==> src/rtl/core/gate_motor_sequencer_assert.svh <==
// Assertion macros for the gate motor sequencer
`ifndef GATE_MOTOR_SEQUENCER_ASSERT_SVH
`define GATE_MOTOR_SEQUENCER_ASSERT_SVH
// Implication checked on every rising clock edge outside reset
`define GMS_ASSERT_IMP(label, ante, cons) \
   label: assert property (@(posedge clock) disable iff (reset) (ante) |-> (cons)) \
      else $error("gms check failed");
// Next-cycle implication checked outside reset
`define GMS_ASSERT_NXT(label, ante, cons) \
   label: assert property (@(posedge clock) disable iff (reset) (ante) |=> (cons)) \
      else $error("gms check failed");
`endif

==> src/rtl/core/gms_pkg.sv <==
// Shared types and constants of the gate motor sequencer
package gms_pkg;
   localparam logic [1:0] MODE_STOP  = 2'd0;
   localparam logic [1:0] MODE_OPEN  = 2'd1;
   localparam logic [1:0] MODE_CLOSE = 2'd2;
   localparam logic [1:0] MODE_ERR   = 2'd3;

   localparam logic [2:0] EV_NONE    = 3'd0;
   localparam logic [2:0] EV_OPENED  = 3'd1;
   localparam logic [2:0] EV_CLOSED  = 3'd2;
   localparam logic [2:0] EV_STALL   = 3'd3;
   localparam logic [2:0] EV_PARTIAL = 3'd4;
   localparam logic [2:0] EV_ERRRST  = 3'd5;

   localparam logic [1:0] BLINK_IDLE  = 2'd0;
   localparam logic [1:0] BLINK_PAUSE = 2'd1;
   localparam logic [1:0] BLINK_LIT   = 2'd2;

   localparam logic [2:0] CSR_RELAY   = 3'd0;
   localparam logic [2:0] CSR_REVERSE = 3'd1;
   localparam logic [2:0] CSR_STALL   = 3'd2;
   localparam logic [2:0] CSR_DOUBLE  = 3'd3;
   localparam logic [2:0] CSR_DEBOUNCE= 3'd4;
   localparam logic [2:0] CSR_RAMP    = 3'd5;
   localparam logic [2:0] CSR_FSTART  = 3'd6;
   localparam logic [2:0] CSR_FCRUISE = 3'd7;

   localparam int DELAY_W = 14;

   // one sampled tick, as queued between front and back
   typedef struct packed {
      logic       command_button;
      logic       reset_button;
      logic       open_limit_hit;
      logic       closed_limit_hit;
      logic       main_encoder_pulse;
      logic [3:0] hall_pulses;
   } tick_type;

   // one result item
   typedef struct packed {
      logic [1:0]          door_state;
      logic                relay_open_on;
      logic                relay_close_on;
      logic                power_enable;
      logic [DELAY_W-1:0]  fire_delay_us;
      logic                led_on;
      logic [2:0]          event_res;
      logic                trip_complete;
      logic signed [31:0]  trip_count;
   } result_type;

   // divider handshake
   typedef struct packed {
      logic                start;
      logic [29:0]         dividend;
      logic [15:0]         divisor;
   } div_req_type;
endpackage

==> src/rtl/core/gms_queue.sv <==
// Two-entry tick queue between front end and sequencer
module gms_queue (
   input  logic              clock,
   input  logic              reset,
   input  logic              wr_valid,
   output logic              wr_ready,
   input  gms_pkg::tick_type wr_data,
   output logic              rd_valid,
   input  logic              rd_ready,
   output gms_pkg::tick_type rd_data
);
   import gms_pkg::*;

   tick_type   mem_ff [2];
   logic       wptr_ff, wptr_in, rptr_ff, rptr_in;
   logic [1:0] cnt_ff, cnt_in;
   logic       do_wr, do_rd;

   assign wr_ready = (cnt_ff != 2'd2);
   assign rd_valid = (cnt_ff != 2'd0);
   assign rd_data  = mem_ff[rptr_ff];
   assign do_wr    = wr_valid && wr_ready;
   assign do_rd    = rd_valid && rd_ready;

   // pointer and fill update
   always_comb begin
      wptr_in = wptr_ff ^ do_wr;
      rptr_in = rptr_ff ^ do_rd;
      cnt_in  = cnt_ff + {1'b0, do_wr} - {1'b0, do_rd};
   end

   always_ff @(posedge clock) begin
      if (reset) begin
         wptr_ff <= 1'b0;
         rptr_ff <= 1'b0;
         cnt_ff  <= 2'd0;
      end else begin
         wptr_ff <= wptr_in;
         rptr_ff <= rptr_in;
         cnt_ff  <= cnt_in;
      end
      if (do_wr) begin
         mem_ff[wptr_ff] <= wr_data;
      end
   end
endmodule

==> src/rtl/core/gms_divider.sv <==
// Restoring divider, one quotient bit per cycle
module gms_divider (
   input  logic                 clock,
   input  logic                 reset,
   input  gms_pkg::div_req_type req,
   output logic                 busy,
   output logic [29:0]          quotient
);
   import gms_pkg::*;

   localparam int NB = 30;

   logic [NB-1:0] q_ff, q_in;
   logic [16:0]   r_ff, r_in;
   logic [15:0]   d_ff, d_in;
   logic [4:0]    n_ff, n_in;
   logic          busy_ff, busy_in;
   logic [16:0]   trial;
   logic [17:0]   diff;

   assign busy     = busy_ff;
   assign quotient = q_ff;

   // shift in one dividend bit, subtract when it fits
   always_comb begin
      q_in    = q_ff;
      r_in    = r_ff;
      d_in    = d_ff;
      n_in    = n_ff;
      busy_in = busy_ff;
      trial   = {r_ff[15:0], q_ff[NB-1]};
      diff    = {1'b0, trial} - {2'b00, d_ff};
      if (req.start) begin
         q_in    = req.dividend;
         r_in    = 17'd0;
         d_in    = req.divisor;
         n_in    = 5'(NB);
         busy_in = 1'b1;
      end else if (busy_ff) begin
         if (!diff[17]) begin
            r_in = diff[16:0];
            q_in = {q_ff[NB-2:0], 1'b1};
         end else begin
            r_in = trial;
            q_in = {q_ff[NB-2:0], 1'b0};
         end
         n_in = n_ff - 5'd1;
         if (n_ff == 5'd1) begin
            busy_in = 1'b0;
         end
      end
   end

   always_ff @(posedge clock) begin
      if (reset) begin
         busy_ff <= 1'b0;
         n_ff    <= 5'd0;
      end else begin
         busy_ff <= busy_in;
         n_ff    <= n_in;
      end
      q_ff <= q_in;
      r_ff <= r_in;
      d_ff <= d_in;
   end
endmodule

==> src/rtl/core/gms_sequencer.sv <==
// Back end: per-tick gate sequencing, ramp and result register
module gms_sequencer #(
   parameter int LED_PAUSE_MS = 200,
   parameter int LED_BLINK_MS = 200,
   parameter int TIME_BITS    = 32
) (
   input  logic                clock,
   input  logic                reset,
   input  logic                tick_valid,
   output logic                tick_ready,
   input  gms_pkg::tick_type   tick,
   input  logic [15:0]         settle_wait_ms,
   input  logic [15:0]         reversal_wait_ms,
   input  logic [15:0]         stall_timeout_ms,
   input  logic [15:0]         double_press_ms,
   input  logic [15:0]         debounce_ms,
   input  logic [15:0]         ramp_ms,
   input  logic [13:0]         fire_delay_start_us,
   input  logic [13:0]         fire_delay_cruise_us,
   output logic                res_valid,
   input  logic                res_ready,
   output gms_pkg::result_type res
);
   import gms_pkg::*;

   localparam int TW = TIME_BITS;

   typedef enum logic [3:0] {
      S_IDLE = 4'b0001,
      S_DIV  = 4'b0010,
      S_WAIT = 4'b0100,
      S_OUT  = 4'b1000
   } seq_state_type;

   seq_state_type state_ff, state_in;

   logic [TW-1:0] now_ff, now_in;
   logic [1:0]    mode_ff, mode_in, pend_ff, pend_in, arr_ff, arr_in, tdir_ff, tdir_in;
   logic          armed_ff, armed_in, cprev_ff, cprev_in, rprev_ff, rprev_in;
   logic          tvalid_ff, tvalid_in;
   logic [TW-1:0] cacc_ff, cacc_in, racc_ff, racc_in, mpress_ff, mpress_in;
   logic [TW-1:0] dirt_ff, dirt_in, stopt_ff, stopt_in, enc_ff, enc_in;
   logic [TW-1:0] rampt_ff, rampt_in, blinkt_ff, blinkt_in;
   logic [13:0]   fdel_ff, fdel_in;
   logic [1:0]    blink_ff, blink_in;
   logic [31:0]   tcnt_ff, tcnt_in;
   result_type    res_ff, res_in;

   // ramp pending: base value, direction, from the tick step
   logic          rpend_ff, rpend_in, rdown_ff, rdown_in;
   logic [13:0]   rbase_ff, rbase_in;

   div_req_type   dreq;
   logic          dbusy;
   logic [29:0]   dquot;
   logic [15:0]   elapsed16_ff, elapsed16_in;
   logic [13:0]   span_ff, span_in;

   gms_divider u_div (
      .clock    (clock),
      .reset    (reset),
      .req      (dreq),
      .busy     (dbusy),
      .quotient (dquot)
   );

   assign tick_ready = (state_ff == S_IDLE);
   assign res_valid  = (state_ff == S_OUT);
   assign res        = res_ff;

   function automatic logic [TW-1:0] since(input logic [TW-1:0] n, input logic [TW-1:0] t);
      return n - t;
   endfunction

   // one tick of the sequencer, computed combinationally from the stored state
   always_comb begin
      logic       rise_c, rise_r, acc_c, acc_r, at_open, at_close, at_dest, dbl;
      logic [1:0] dir, opp;
      logic [2:0] ev;
      logic       tdone;
      logic [31:0] tout;
      logic       do_press;
      mode_in = mode_ff; pend_in = pend_ff; arr_in = arr_ff; tdir_in = tdir_ff;
      armed_in = armed_ff; cprev_in = cprev_ff; rprev_in = rprev_ff;
      tvalid_in = tvalid_ff; cacc_in = cacc_ff; racc_in = racc_ff;
      mpress_in = mpress_ff; dirt_in = dirt_ff; stopt_in = stopt_ff;
      enc_in = enc_ff; rampt_in = rampt_ff; blinkt_in = blinkt_ff;
      fdel_in = fdel_ff; blink_in = blink_ff; tcnt_in = tcnt_ff;
      rpend_in = 1'b0; rdown_in = 1'b0; rbase_in = fdel_ff;
      elapsed16_in = elapsed16_ff; span_in = span_ff;
      ev = EV_NONE; tdone = 1'b0; tout = 32'd0; do_press = 1'b0;
      dir = MODE_STOP; opp = MODE_STOP; dbl = 1'b0;
      at_open = tick.open_limit_hit; at_close = tick.closed_limit_hit; at_dest = 1'b0;

      if (tick.main_encoder_pulse || tick.hall_pulses != 4'd0) enc_in = now_ff;
      if (tvalid_ff) begin
         if (mode_ff == tdir_ff) tcnt_in = tcnt_ff + {28'd0, tick.hall_pulses};
         else tcnt_in = tcnt_ff - {28'd0, tick.hall_pulses};
      end

      // reset button edge
      rise_r   = tick.reset_button && !rprev_ff;
      rprev_in = tick.reset_button;
      acc_r    = rise_r && (since(now_ff, racc_ff) >= TW'(debounce_ms));
      if (acc_r) racc_in = now_ff;

      // blink
      if (blink_ff == BLINK_PAUSE) begin
         if (since(now_ff, blinkt_ff) >= TW'(LED_PAUSE_MS)) begin
            blinkt_in = now_ff;
            blink_in  = BLINK_LIT;
         end
      end else if (blink_ff == BLINK_LIT) begin
         if (since(now_ff, blinkt_ff) >= TW'(LED_BLINK_MS)) blink_in = BLINK_IDLE;
      end

      rise_c = tick.command_button && !cprev_ff;
      acc_c  = rise_c && (since(now_ff, cacc_ff) >= TW'(debounce_ms));

      unique case (mode_ff)
         MODE_STOP: begin
            cprev_in = tick.command_button;
            if (acc_c) cacc_in = now_ff;
            if (pend_ff != MODE_STOP) begin
               if (acc_c) begin
                  do_press = 1'b1;
                  opp = pend_ff;
               end else if (since(now_ff, stopt_ff) >= TW'(reversal_wait_ms)) begin
                  pend_in = MODE_STOP;
                  dirt_in = now_ff; armed_in = 1'b0; mode_in = pend_ff; blink_in = BLINK_IDLE;
               end
            end else if (acc_c) begin
               if (at_open) dir = MODE_CLOSE;
               else if (at_close) dir = MODE_OPEN;
               else if (arr_ff == MODE_CLOSE) dir = MODE_OPEN;
               else dir = MODE_CLOSE;
               if (at_open || at_close) begin
                  tcnt_in = 32'd0; tdir_in = dir; tvalid_in = 1'b1;
               end else begin
                  tvalid_in = 1'b0;
               end
               dirt_in = now_ff; armed_in = 1'b0; mode_in = dir; blink_in = BLINK_IDLE;
            end
         end
         MODE_OPEN, MODE_CLOSE: begin
            logic armed_v;
            logic [TW-1:0] encv, rampv, el;
            armed_v = armed_ff; encv = enc_in; rampv = rampt_ff; el = '0;
            at_dest = (mode_ff == MODE_OPEN) ? at_open : at_close;
            if (!armed_ff && since(now_ff, dirt_ff) >= TW'(settle_wait_ms)) begin
               rampv = now_ff; armed_v = 1'b1; encv = now_ff;
            end
            rampt_in = rampv; enc_in = encv; armed_in = armed_v;
            if (armed_v) begin
               el = since(now_ff, rampv);
               if (el >= TW'(ramp_ms)) begin
                  fdel_in = fire_delay_cruise_us;
               end else begin
                  rpend_in = 1'b1;
                  elapsed16_in = el[15:0];
                  if (fire_delay_start_us >= fire_delay_cruise_us) begin
                     rdown_in = 1'b1;
                     span_in  = fire_delay_start_us - fire_delay_cruise_us;
                  end else begin
                     span_in  = fire_delay_cruise_us - fire_delay_start_us;
                  end
                  rbase_in = fire_delay_start_us;
               end
            end
            if (at_dest) begin
               armed_in = 1'b0; mode_in = MODE_STOP; stopt_in = now_ff;
               arr_in = mode_ff;
               if (tvalid_ff) begin
                  tdone = 1'b1; tout = tcnt_in;
               end
               tvalid_in = 1'b0;
               blink_in = BLINK_PAUSE; blinkt_in = now_ff;
               ev = (mode_ff == MODE_OPEN) ? EV_OPENED : EV_CLOSED;
            end else if (armed_v && since(now_ff, encv) > TW'(stall_timeout_ms)) begin
               armed_in = 1'b0; mode_in = MODE_ERR; tvalid_in = 1'b0; ev = EV_STALL;
            end else begin
               cprev_in = tick.command_button;
               if (acc_c) begin
                  cacc_in = now_ff;
                  do_press = 1'b1;
                  opp = (mode_ff == MODE_OPEN) ? MODE_CLOSE : MODE_OPEN;
               end
            end
         end
         default: begin
            if (acc_r) begin
               pend_in = MODE_STOP; mode_in = MODE_STOP; stopt_in = now_ff; ev = EV_ERRRST;
            end
         end
      endcase

      // press on a moving gate, or during a reversal wait
      if (do_press) begin
         dbl = since(now_ff, mpress_ff) < TW'(double_press_ms);
         mpress_in = now_ff;
         armed_in = 1'b0; mode_in = MODE_STOP; stopt_in = now_ff;
         if (dbl) begin
            pend_in = MODE_STOP; tvalid_in = 1'b0; ev = EV_PARTIAL;
         end else begin
            pend_in = opp;
         end
      end

      res_in.door_state     = mode_in;
      res_in.relay_open_on  = (mode_in == MODE_OPEN);
      res_in.relay_close_on = (mode_in == MODE_CLOSE);
      res_in.power_enable   = armed_in;
      res_in.fire_delay_us  = fdel_in;
      res_in.led_on         = (mode_in == MODE_OPEN) || (mode_in == MODE_CLOSE) ||
                              (blink_in == BLINK_LIT);
      res_in.event_res      = ev;
      res_in.trip_complete  = tdone;
      res_in.trip_count     = tout;
      now_in = now_ff + TW'(1);
   end

   // divider launch and ramp result
   assign dreq.start    = (state_ff == S_DIV);
   assign dreq.dividend = 30'(span_ff) * 30'(elapsed16_ff);
   assign dreq.divisor  = ramp_ms;

   // control sequence: take tick, divide if ramping, present result
   always_comb begin
      state_in = state_ff;
      unique case (state_ff)
         S_IDLE: if (tick_valid) state_in = rpend_in ? S_DIV : S_OUT;
         S_DIV:  state_in = S_WAIT;
         S_WAIT: if (!dbusy) state_in = S_OUT;
         S_OUT:  if (res_ready) state_in = S_IDLE;
         default: state_in = S_IDLE;
      endcase
   end

   always_ff @(posedge clock) begin
      if (reset) begin
         state_ff <= S_IDLE;
         now_ff <= '0; mode_ff <= MODE_STOP; pend_ff <= MODE_STOP; arr_ff <= MODE_STOP;
         tdir_ff <= MODE_STOP; armed_ff <= 1'b0; cprev_ff <= 1'b0; rprev_ff <= 1'b0;
         tvalid_ff <= 1'b0; cacc_ff <= '0; racc_ff <= '0; mpress_ff <= '0; dirt_ff <= '0;
         stopt_ff <= '0; enc_ff <= '0; rampt_ff <= '0; blinkt_ff <= '0;
         fdel_ff <= 14'd8000; blink_ff <= BLINK_IDLE; tcnt_ff <= 32'd0;
         rdown_ff <= 1'b0; rbase_ff <= 14'd0; elapsed16_ff <= 16'd0; span_ff <= 14'd0;
         rpend_ff <= 1'b0;
      end else begin
         state_ff <= state_in;
         if (state_ff == S_IDLE && tick_valid) begin
            now_ff <= now_in; mode_ff <= mode_in; pend_ff <= pend_in; arr_ff <= arr_in;
            tdir_ff <= tdir_in; armed_ff <= armed_in; cprev_ff <= cprev_in;
            rprev_ff <= rprev_in; tvalid_ff <= tvalid_in; cacc_ff <= cacc_in;
            racc_ff <= racc_in; mpress_ff <= mpress_in; dirt_ff <= dirt_in;
            stopt_ff <= stopt_in; enc_ff <= enc_in; rampt_ff <= rampt_in;
            blinkt_ff <= blinkt_in; fdel_ff <= fdel_in; blink_ff <= blink_in;
            tcnt_ff <= tcnt_in; rdown_ff <= rdown_in; rbase_ff <= rbase_in;
            elapsed16_ff <= elapsed16_in; span_ff <= span_in; rpend_ff <= rpend_in;
            res_ff <= res_in;
         end else if (state_ff == S_WAIT && !dbusy) begin
            // quotient < span, fits in 14 bits
            if (rdown_ff) fdel_ff <= rbase_ff - dquot[13:0];
            else fdel_ff <= rbase_ff + dquot[13:0];
            res_ff.fire_delay_us <= rdown_ff ? (rbase_ff - dquot[13:0])
                                             : (rbase_ff + dquot[13:0]);
         end
      end
   end
endmodule

==> src/rtl/core/gms_front.sv <==
// Front end: tick intake and configuration registers
module gms_front (
   input  logic              clock,
   input  logic              reset,
   input  logic              req_valid,
   output logic              req_ready,
   input  logic              in_cmd,
   input  logic              in_rst,
   input  logic              in_open,
   input  logic              in_closed,
   input  logic              in_enc,
   input  logic [3:0]        in_hall,
   input  logic              csr_valid,
   output logic              csr_ready,
   input  logic [2:0]        csr_index,
   input  logic [15:0]       csr_data,
   output logic              q_valid,
   input  logic              q_ready,
   output gms_pkg::tick_type q_data,
   output logic [15:0]       settle_wait_ms,
   output logic [15:0]       reversal_wait_ms,
   output logic [15:0]       stall_timeout_ms,
   output logic [15:0]       double_press_ms,
   output logic [15:0]       debounce_ms,
   output logic [15:0]       ramp_ms,
   output logic [13:0]       fire_delay_start_us,
   output logic [13:0]       fire_delay_cruise_us
);
   import gms_pkg::*;

   logic [15:0] r_ff [6];
   logic [13:0] fs_ff, fc_ff;
   tick_type    w;

   assign w = '{command_button: in_cmd, reset_button: in_rst, open_limit_hit: in_open,
                closed_limit_hit: in_closed, main_encoder_pulse: in_enc,
                hall_pulses: in_hall};

   gms_queue u_q (
      .clock    (clock),
      .reset    (reset),
      .wr_valid (req_valid),
      .wr_ready (req_ready),
      .wr_data  (w),
      .rd_valid (q_valid),
      .rd_ready (q_ready),
      .rd_data  (q_data)
   );

   assign csr_ready = 1'b1;
   assign settle_wait_ms       = r_ff[0];
   assign reversal_wait_ms     = r_ff[1];
   assign stall_timeout_ms     = r_ff[2];
   assign double_press_ms      = r_ff[3];
   assign debounce_ms          = r_ff[4];
   assign ramp_ms              = r_ff[5];
   assign fire_delay_start_us  = fs_ff;
   assign fire_delay_cruise_us = fc_ff;

   // register writes
   always_ff @(posedge clock) begin
      if (reset) begin
         r_ff[0] <= 16'd100; r_ff[1] <= 16'd1000; r_ff[2] <= 16'd1000;
         r_ff[3] <= 16'd500; r_ff[4] <= 16'd50;   r_ff[5] <= 16'd2000;
         fs_ff <= 14'd8000; fc_ff <= 14'd1000;
      end else if (csr_valid) begin
         unique case (csr_index)
            CSR_RELAY:    r_ff[0] <= csr_data;
            CSR_REVERSE:  r_ff[1] <= csr_data;
            CSR_STALL:    r_ff[2] <= csr_data;
            CSR_DOUBLE:   r_ff[3] <= csr_data;
            CSR_DEBOUNCE: r_ff[4] <= csr_data;
            CSR_RAMP:     r_ff[5] <= csr_data;
            CSR_FSTART:   fs_ff <= csr_data[13:0];
            CSR_FCRUISE:  fc_ff <= csr_data[13:0];
            default: ;
         endcase
      end
   end
endmodule

==> src/rtl/core/gate_motor_sequencer.sv <==
// Gate motor sequencer top level: one result per millisecond tick. A tick
// passes a two-entry queue; the sequencer takes one tick at a time and holds
// it until its result has been taken. Without a ramp, the result is presented
// in the cycle after the sequencer takes the tick. While the firing delay
// ramps, span times elapsed time is divided by the ramp length in a 30-bit
// bit-serial divider (launch, then the 30 quotient bits, then finish) before
// the result is presented. A receiver that holds off keeps the sequencer waiting;
// the queue then fills and the input stalls.
module gate_motor_sequencer #(
   parameter int LED_PAUSE_MS = 200,
   parameter int LED_BLINK_MS = 200,
   parameter int TIME_BITS    = 32
) (
   input  logic               clock,
   input  logic               reset,
   input  logic               req_valid,
   output logic               req_ready,
   input  logic               req_command_button,
   input  logic               req_reset_button,
   input  logic               req_open_limit_hit,
   input  logic               req_closed_limit_hit,
   input  logic               req_main_encoder_pulse,
   input  logic [3:0]         req_hall_pulses,
   input  logic               csr_valid,
   output logic               csr_ready,
   input  logic [2:0]         csr_index,
   input  logic [15:0]        csr_data,
   output logic               rsp_valid,
   input  logic               rsp_ready,
   output logic [1:0]         rsp_door_state,
   output logic               rsp_relay_open_on,
   output logic               rsp_relay_close_on,
   output logic               rsp_power_enable,
   output logic [13:0]        rsp_fire_delay_us,
   output logic               rsp_led_on,
   output logic [2:0]         rsp_event_res,
   output logic               rsp_trip_complete,
   output logic signed [31:0] rsp_trip_count
);
   import gms_pkg::*;
`include "gate_motor_sequencer_assert.svh"

   logic        q_valid, q_ready;
   tick_type    q_data;
   result_type  r;
   logic [15:0] c0, c1, c2, c3, c4, c5;
   logic [13:0] c6, c7;

   gms_front u_front (
      .clock(clock), .reset(reset), .req_valid(req_valid), .req_ready(req_ready),
      .in_cmd(req_command_button), .in_rst(req_reset_button),
      .in_open(req_open_limit_hit), .in_closed(req_closed_limit_hit),
      .in_enc(req_main_encoder_pulse), .in_hall(req_hall_pulses),
      .csr_valid(csr_valid), .csr_ready(csr_ready), .csr_index(csr_index),
      .csr_data(csr_data), .q_valid(q_valid), .q_ready(q_ready), .q_data(q_data),
      .settle_wait_ms(c0), .reversal_wait_ms(c1), .stall_timeout_ms(c2),
      .double_press_ms(c3), .debounce_ms(c4), .ramp_ms(c5),
      .fire_delay_start_us(c6), .fire_delay_cruise_us(c7)
   );

   gms_sequencer #(
      .LED_PAUSE_MS(LED_PAUSE_MS), .LED_BLINK_MS(LED_BLINK_MS), .TIME_BITS(TIME_BITS)
   ) u_seq (
      .clock(clock), .reset(reset), .tick_valid(q_valid), .tick_ready(q_ready),
      .tick(q_data), .settle_wait_ms(c0), .reversal_wait_ms(c1),
      .stall_timeout_ms(c2), .double_press_ms(c3), .debounce_ms(c4), .ramp_ms(c5),
      .fire_delay_start_us(c6), .fire_delay_cruise_us(c7),
      .res_valid(rsp_valid), .res_ready(rsp_ready), .res(r)
   );

   assign rsp_door_state     = r.door_state;
   assign rsp_relay_open_on  = r.relay_open_on;
   assign rsp_relay_close_on = r.relay_close_on;
   assign rsp_power_enable   = r.power_enable;
   assign rsp_fire_delay_us  = r.fire_delay_us;
   assign rsp_led_on         = r.led_on;
   assign rsp_event_res      = r.event_res;
   assign rsp_trip_complete  = r.trip_complete;
   assign rsp_trip_count     = r.trip_count;

   `GMS_ASSERT_IMP(a_relays_excl, rsp_valid, !(rsp_relay_open_on && rsp_relay_close_on))
   `GMS_ASSERT_IMP(a_trip_zero, rsp_valid && !rsp_trip_complete, rsp_trip_count == 32'sd0)
   `GMS_ASSERT_IMP(a_power_moving, rsp_valid && rsp_power_enable,
                   rsp_relay_open_on || rsp_relay_close_on)
   `GMS_ASSERT_NXT(a_rsp_hold, rsp_valid && !rsp_ready, rsp_valid)
endmodule

==> config.mk <==
export PLATFORM = sky130hd
export DESIGN_NAME = gate_motor_sequencer
export DESIGN_NICKNAME = d
export VERILOG_FILES = /design/src/rtl/core/gms_pkg.sv /design/src/rtl/core/gms_queue.sv /design/src/rtl/core/gms_divider.sv /design/src/rtl/core/gms_sequencer.sv /design/src/rtl/core/gms_front.sv /design/src/rtl/core/gate_motor_sequencer.sv
export VERILOG_INCLUDE_DIRS = /design/src /design/src/rtl/core
export SDC_FILE = /design/constraint.sdc
export NUM_CORES = 2
export LEC_CHECK = 0
export BUFFER_PORTS_ARGS = -buffer_cell sky130_fd_sc_hd__buf_2
export CORE_MARGIN = 2
export CORE_UTILIZATION = 30
export CTS_BUF_LIST = sky130_fd_sc_hd__clkbuf_8
export CTS_CLUSTER_DIAMETER = 100
export DETAILED_ROUTE_END_ITERATION = 12
export SKIP_LAST_GASP = 1
export SYNTH_ARGS = -nofsm -noshare
export SYNTH_HDL_FRONTEND = slang
export SYNTH_SLANG_ARGS = --single-unit
==> constraint.sdc <==
create_clock -name clock -period 21.8 [get_ports clock]
set_input_delay 2.18 -clock clock [delete_from_list [all_inputs] [get_ports clock]]
set_output_delay 2.18 -clock clock [all_outputs]
set_load 0.01 [all_outputs]
* Yosys cells after proc, flatten, opt, wreduce, memory -nomap -nowiden *
Memory sizes are Yosys's and may differ from the RTL's. A register that Yosys moved wholly into a read port is not among the register bits.
Cells that the tools add are included.
W data, S select, Z words.

cells by class
  add/subtract/negate cells = 19
  $mul = 1
  divide/modulo/power cells = 0
  magnitude comparators = 9
  equality and inequality tests = 35
  shift-type cells = 0
  mux-type cells = 165
  bitwise gates (word level) = 11
  reduce and logical (&&, ||, !) cells = 48

operator list
  kind                     count
  $mux W32                 26
  $sub A32 B32 Y32         8
  $ge A32 B16 Y1           5
  $mux W14                 10
  $pmux W32 S2             2
  $mux W16                 7
  $mux W2                  34
  $mux W1                  64
  $mux W30                 2
  $sub A14 B14 Y14         3
  $add A32 B1 Y32 const B  1
  $add A32 B4 Y32          1
  $ge A32 B8 Y1 const B    1
  $gt A32 B16 Y1           1
  $lt A32 B16 Y1           1
  $sub A32 B4 Y32          1
  $mul A14 B16 Y30         1
  $sub A17 B16 Y18         1
  $mux W4                  4
  $pmux W2 S2              4
  $pmux W4 S4              1
  $reduce_and A2 Y1        8
  $add A14 B14 Y14         1
  $ge A14 B14 Y1           1
  other kinds (39)         100

word-level totals
  bits in registers = 553
  latch bits = 0
  RAM bits = 114
  memory bits (read-only) = 0
  input port bits = 33
  output and inout bits = 59
  word-level logic and storage cells = 335
  memories kept = 2

memories
  memory              depth  bits a word  rd ports  clocked after Yosys merged registers in  write ports  RTL line         text
  u_front.r_ff        6      16           6         0                                        6            gms_front.sv:31  logic [15:0] r_ff [6];
  u_front.u_q.mem_ff  2      9            1         1                                        1            gms_queue.sv:14  tick_type mem_ff [2];

* Depth between registers and ports, before layout *
  depth in word-level cells = 15
  mapped depth = 55
  gate-level depth less buffers = 51

* By module *
Synthesis repeated with hierarchy kept, for this count alone.

unflattened totals
  cell total of the unflattened synthesis = 6,519
  area, all modules = 55,509.5 µm²

by module, submodules not included
  module         instances  cells an instance  area an instance (µm²)  sequential area each (µm²)
  gms_sequencer  1          5,774              46,099.2                9,629.2
  gms_front      1          364                4,878.4                 3,443.3
  gms_divider    1          326                3,651.0                 1,821.7
  gms_queue      1          55                 880.8                   620.6

* Worst setup path after synthesis *
OpenSTA, ideal clock, no wires.

  path kind = register to register
  start = register u_seq.now_ff[1]
  end = register u_seq.res_ff, in the netlist u_seq.res[36], data pin
  setup time = 263 ps
  arrival time = 10,885 ps
  data required time = 21,537 ps
  path slack = 10,652 ps
  stages on the path, launching flop included = 52
  path buffers = 4
  clock period less this slack = 11,148 ps
  cells stage by stage = dfxtp_1 > ha_1 > nor2b_1 > o31a_1 > o21ai_0 > nand2b_1 > a211o_1 > a21oi_1 > o21ai_0 > a21boi_0 > o21bai_1 > a21oi_1 > xnor2_1 > ha_1 > and4_1 > a21oi_1 > o2111ai_1 > nand4b_1 > (+16 left out) > xnor2_1 > ha_1 > o21ai_0 > nor2_1 > o21ai_0 > a21oi_1 > or4_1 > a211oi_1 > nand3_1 > or4_1 > or4_1 > o22ai_2 > nand3_1 > a21o_1 > a21boi_0 > nor2_1 > ha_1 > o21ai_0

RTL lines
  item                    RTL line              text
  from (decl)             gms_sequencer.sv:37   logic [TW-1:0] now_ff, now_in;
  from (signal assigned)  gms_sequencer.sv:252  now_ff <= now_in; mode_ff <= mode_in; pend_ff <= pend_in; arr_ff <= arr_in;
  to (signal assigned)    gms_sequencer.sv:260  res_ff <= res_in;
  to (decl)               gms_sequencer.sv:47   result_type res_ff, res_in;

* Final worst setup path *
  start = register u_seq.now_ff[0]
  end = register u_seq.mpress_ff[8]

on the way
  cells in the longest elaborated chain, start to end = 12
  elaborated cells between the ends (all ways) = 20
  those cells by class = add/sub (3); order compare (3); mux (10); reduce/logical (4)

RTL lines
  item                           RTL line              text
  $sub A32 B32 Y32               gms_sequencer.sv:72   return n - t;
  $ge A32 B16 Y1                 gms_sequencer.sv:150  if (!armed_ff && since(now_ff, dirt_ff) >= TW'(settle_wait_ms)) begin
  $logic_and A1 B1 Y1            gms_sequencer.sv:150
  $mux W32                       gms_sequencer.sv:150
  $mux W32                       gms_sequencer.sv:120  unique case (mode_ff)
  $sub A32 B32 Y32               gms_sequencer.sv:72
  $gt A32 B16 Y1                 gms_sequencer.sv:179  end else if (armed_v && since(now_ff, encv) > TW'(stall_timeout_ms)) begin
  $logic_and A1 B1 Y1            gms_sequencer.sv:179
  $mux W1                        gms_sequencer.sv:179
  $mux W1                        gms_sequencer.sv:170  if (at_dest) begin
  $pmux W1 S2 *                  gms_sequencer.sv:120
  $reduce_and A2 Y1 (no line) *  n/a
  to (signal assigned)           gms_sequencer.sv:255  racc_ff <= racc_in; mpress_ff <= mpress_in; dirt_ff <= dirt_in;
  to (decl)                      gms_sequencer.sv:41   logic [TW-1:0] cacc_ff, cacc_in, racc_ff, racc_in, mpress_ff, mpress_in;

Mark *: on every way between the ends. The rest lies on a longest branch, timed or not. The select of a mux whose other input is x is not followed.
A chain may end at the register's enable or synchronous reset.

==> reports/results.ini <==
[setup_path]
cpMaxStageDelayCell=inv_1
critPathMaxFanout=34
cp_data_required_time_ps=22510
worstRegToRegCells=51
critPathKind=register to register
rrSetupSlack_ps=7990
crit_start=u_seq.now_ff[0]$_SDFFE_PP0P_
cp.depth=51
crit_buf_inv=4
reg2reg_to=u_seq.mpress_ff[8]$_SDFFE_PP0P_
crit_end=u_seq.mpress_ff[8]$_SDFFE_PP0P_
cpPeakStageDelay_ps=650
crit_arrival_ps=14520
path_delay_family=compound AO/OA/AOI/OAI gates
r2r-start=u_seq.now_ff[0]$_SDFFE_PP0P_
end_kind=register
startpoint_type=register
crit_top_cell=a21oi_1

[clocking]
cts_tree=yes
cts_hold_repair.buffers=0
cts.clk_slew.worst_paths_ps=60
clock-sinks=667
cts_buffers=120
clockBufferDepth=3
cts_root_buffer=clkbuf_8
cts_resized=0
clock_latency_ps=890
htreeDepth=3
postCtsSetupBuffers=0

[detailed_routing]
dr.first_iter.drc_count=3551
routed_wl_um=163000
ant_nets=0
dr.pass1.iters=6
drc_errors=0
viasPerCell=5.18
vias=45800
wl_per_cell_um=18.4

[floorplan]
rows=156
core_mm2=0.180
die_x_um=430
die_area_mm2=0.185
ios=92
initial_core_util_pct=30.2
fp.dieH_um=430

[power]
p_total_mw=4.85
ir_drop_uv=108
leakage_nw=27.1
seq_power_share_pct=30.2
intPower_mw=2.90
p_sw_share_pct=40.3
power_density_mw_per_mm2=81.1
p_switching_mw=1.96
power.share.clock_pct=26.3
p_comb_share_pct=43.5

[yosys]
synth_cells=6335
ys.flop_type=dfxtp_1
synth-edff-count=216
synth_cell_types=101
yosys.area.top_type=dfxtp_1
syn_nets=7104
yosysMostFrequentCell=nor2_1
synth_top_area_share_pct=16.6
synth_common_cells=676 x nor2_1, 623 x inv_1, 558 x ha_1
ys_top_cells_by_area=dfxtp_1 17%, ha_1 13%, edfxtp_1 12%
synth_seq_area_share_pct=28.5
synth_area_per_cell_um2=8.58
yosys_warnings=0
synth.ff_latch_count=667
async_flop_share_pct=0
syn_area_mm2=0.0544

[grt]
grt_overflow_total=0
grt_antenna_before_repair=19
grt_use_total_pct=17.2
grt_max_degree=142
grt_pass1_vias=44500
grt_pass1_wl_um=252000

[final_layout]
drive_gt1_share_pct=6.96
fin_cells=8829
area_growth_pct=10.1
fin_util_pct=33.2
nets=7114

[placed_design]
port-buffer-count=90
hpwl_um=116000
dp_slack_ps=8230
place.gp.congestion=0.901
dp.cells=8593

[sta]
period_needed_ps=13810
maxSlewViolCount=0
fmax_ghz=0.0724
slew_headroom_pct=18.8
setup_slack_ps=7990
finalSetupViolations=0
post-route-period-util_pct=63.3
finalHoldViolCount=0
skew_ps=85.7
fin_setup_tns_ps=0
grt_setup_unrepaired=no
worst_pin_slew_ps=1220

[run_status]
run_status=finished clean

[min_path]
hold_class=register to register

[run]
maxCapViolCount=0

[metal layers]
metal / global-route usage, % / routed length, µm / part of all wire (%) / up-vias
li1: - / - / - / 22200
met1: 23.4 / 75200 / 46 / 22000
met2: 26.8 / 70200 / 43 / 1260
met3: 3.25 / 10900 / 6.7 / 303
met4: 6.51 / 6270 / 3.9 / 2
met5: 0 / 13 / 0.0080 / -
[cell families after synthesis]
kind of cell	synth area share (%)
mux	6.65
buf+inv	6.51
other cells	0.00690
fa+ha+maj	19.4
xor+xnor	4.27
simple gates	17.3
compound gates	17.4
flops	28.5
[metrics by stage]
step	instance area [µm²]	hold slack [ps]
6_report	59900	446
5_1_grt	59900	463
4_1_cts	59800	450
3_5_place_dp	57300	443
3_3_place_gp	57300	439
2_1_floorplan	54400	426
[how the worst min path moves through the flow]
stage | from | to | cells past startpoint
floorplan | u_front.r_ff[0][90]$_SDFFCE_PN1P_ | u_seq.u_div.d_ff[10]$_DFFE_PP_ | 0
global placement | u_seq.arr_ff[0]$_SDFFE_PP0P_ | u_seq.arr_ff[0]$_SDFFE_PP0P_ | 2
detailed placement | u_seq.arr_ff[0]$_SDFFE_PP0P_ | u_seq.arr_ff[0]$_SDFFE_PP0P_ | 2
CTS | u_seq.arr_ff[0]$_SDFFE_PP0P_ | u_seq.arr_ff[0]$_SDFFE_PP0P_ | 2
global route | u_front.r_ff[0][89]$_SDFFCE_PN1P_ | u_seq.u_div.d_ff[9]$_DFFE_PP_ | 0
finish | u_seq.arr_ff[0]$_SDFFE_PP0P_ | u_seq.arr_ff[0]$_SDFFE_PP0P_ | 2
[layout make-up]
| type | count | area, µm² |
|---|---|---|
| fillers | 18800 | 120000 |
| multi-input cells | 4767 | 35400 |
| flip-flops and latches | 667 | 15500 |
| well taps | 2370 | 2970 |
| inverters | 625 | 2350 |
| clock buffers | 141 | 1940 |
| repair buffers | 164 | 1030 |
| clock inverters | 85 | 624 |
| diodes | 10 | 25.0 |
[power by group through the flow]
stage,combinational (mW),sequential (mW),clock (mW)
2_1_floorplan,1.51,1.47,0
3_3_place_gp,2.07,1.49,0
3_5_place_dp,2.09,1.49,0
4_1_cts,2.11,1.47,1.32
5_1_grt,2.32,1.47,1.37
6_report,2.11,1.46,1.28
[cells in the final DEF (no fill, tap or decap), types with 19 or more instances in the layout]
master and n:
a211o_1 33, a211oi_1 92, a21boi_0 25, a21o_1 127
a21oi_1 394, a22oi_1 33, a311oi_1 20, a31oi_1 30
and2_1 199, and3_1 38, and4_1 19, buf_2 89
buf_4 73, clkbuf_8 141, clkinv_2 23, dfxtp_1 451
edfxtp_1 216, fa_1 178, ha_1 558, inv_1 658
mux2_2 20, mux2i_1 339, nand2_1 478, nand2b_1 90
nand3_1 110, nand4_1 58, nor2_1 673, nor2b_1 56
nor3_1 83, nor4_1 25, o211ai_1 39, o21a_1 66
o21ai_0 278, o21bai_1 37, o22ai_1 23, o31a_1 20
o31ai_1 31, or3_1 47, xnor2_1 164, xor2_1 101
[registers in the layout, summed over array words and instances (netlist names), 4 cells and up]
| name | count |
|---|---|
| u_seq.blinkt_ff | 32 |
| u_seq.enc_ff | 32 |
| u_seq.now_ff | 32 |
| u_front.fire_delay_cruise_us | 14 |
| u_seq.state_ff | 4 |
| u_front.fire_delay_start_us | 14 |
| u_seq.cacc_ff | 32 |
| u_seq.tcnt_ff | 32 |
| u_seq.elapsed16_ff | 16 |
| u_seq.stopt_ff | 32 |
| u_front.u_q.mem_ff | 18 |
| u_seq.res | 56 |
| u_seq.rbase_ff | 14 |
| u_seq.rampt_ff | 32 |
| u_seq.u_div.d_ff | 16 |
| u_front.r_ff | 96 |
| u_seq.u_div.quotient | 30 |
| u_seq.mpress_ff | 32 |
| u_seq.dirt_ff | 32 |
| u_seq.u_div.r_ff | 16 |
| u_seq.span_ff | 14 |
| u_seq.fdel_ff | 14 |
| u_seq.racc_ff | 32 |
| u_seq.u_div.n_ff | 5 |
[worst min-delay path, delay by kind of cell (launching register included)]
kind	cells	cell delay [ps]
flops	1	300
compound gates	1	50
simple gates	1	50
Note: power is estimated with default switching activity, not from simulation.
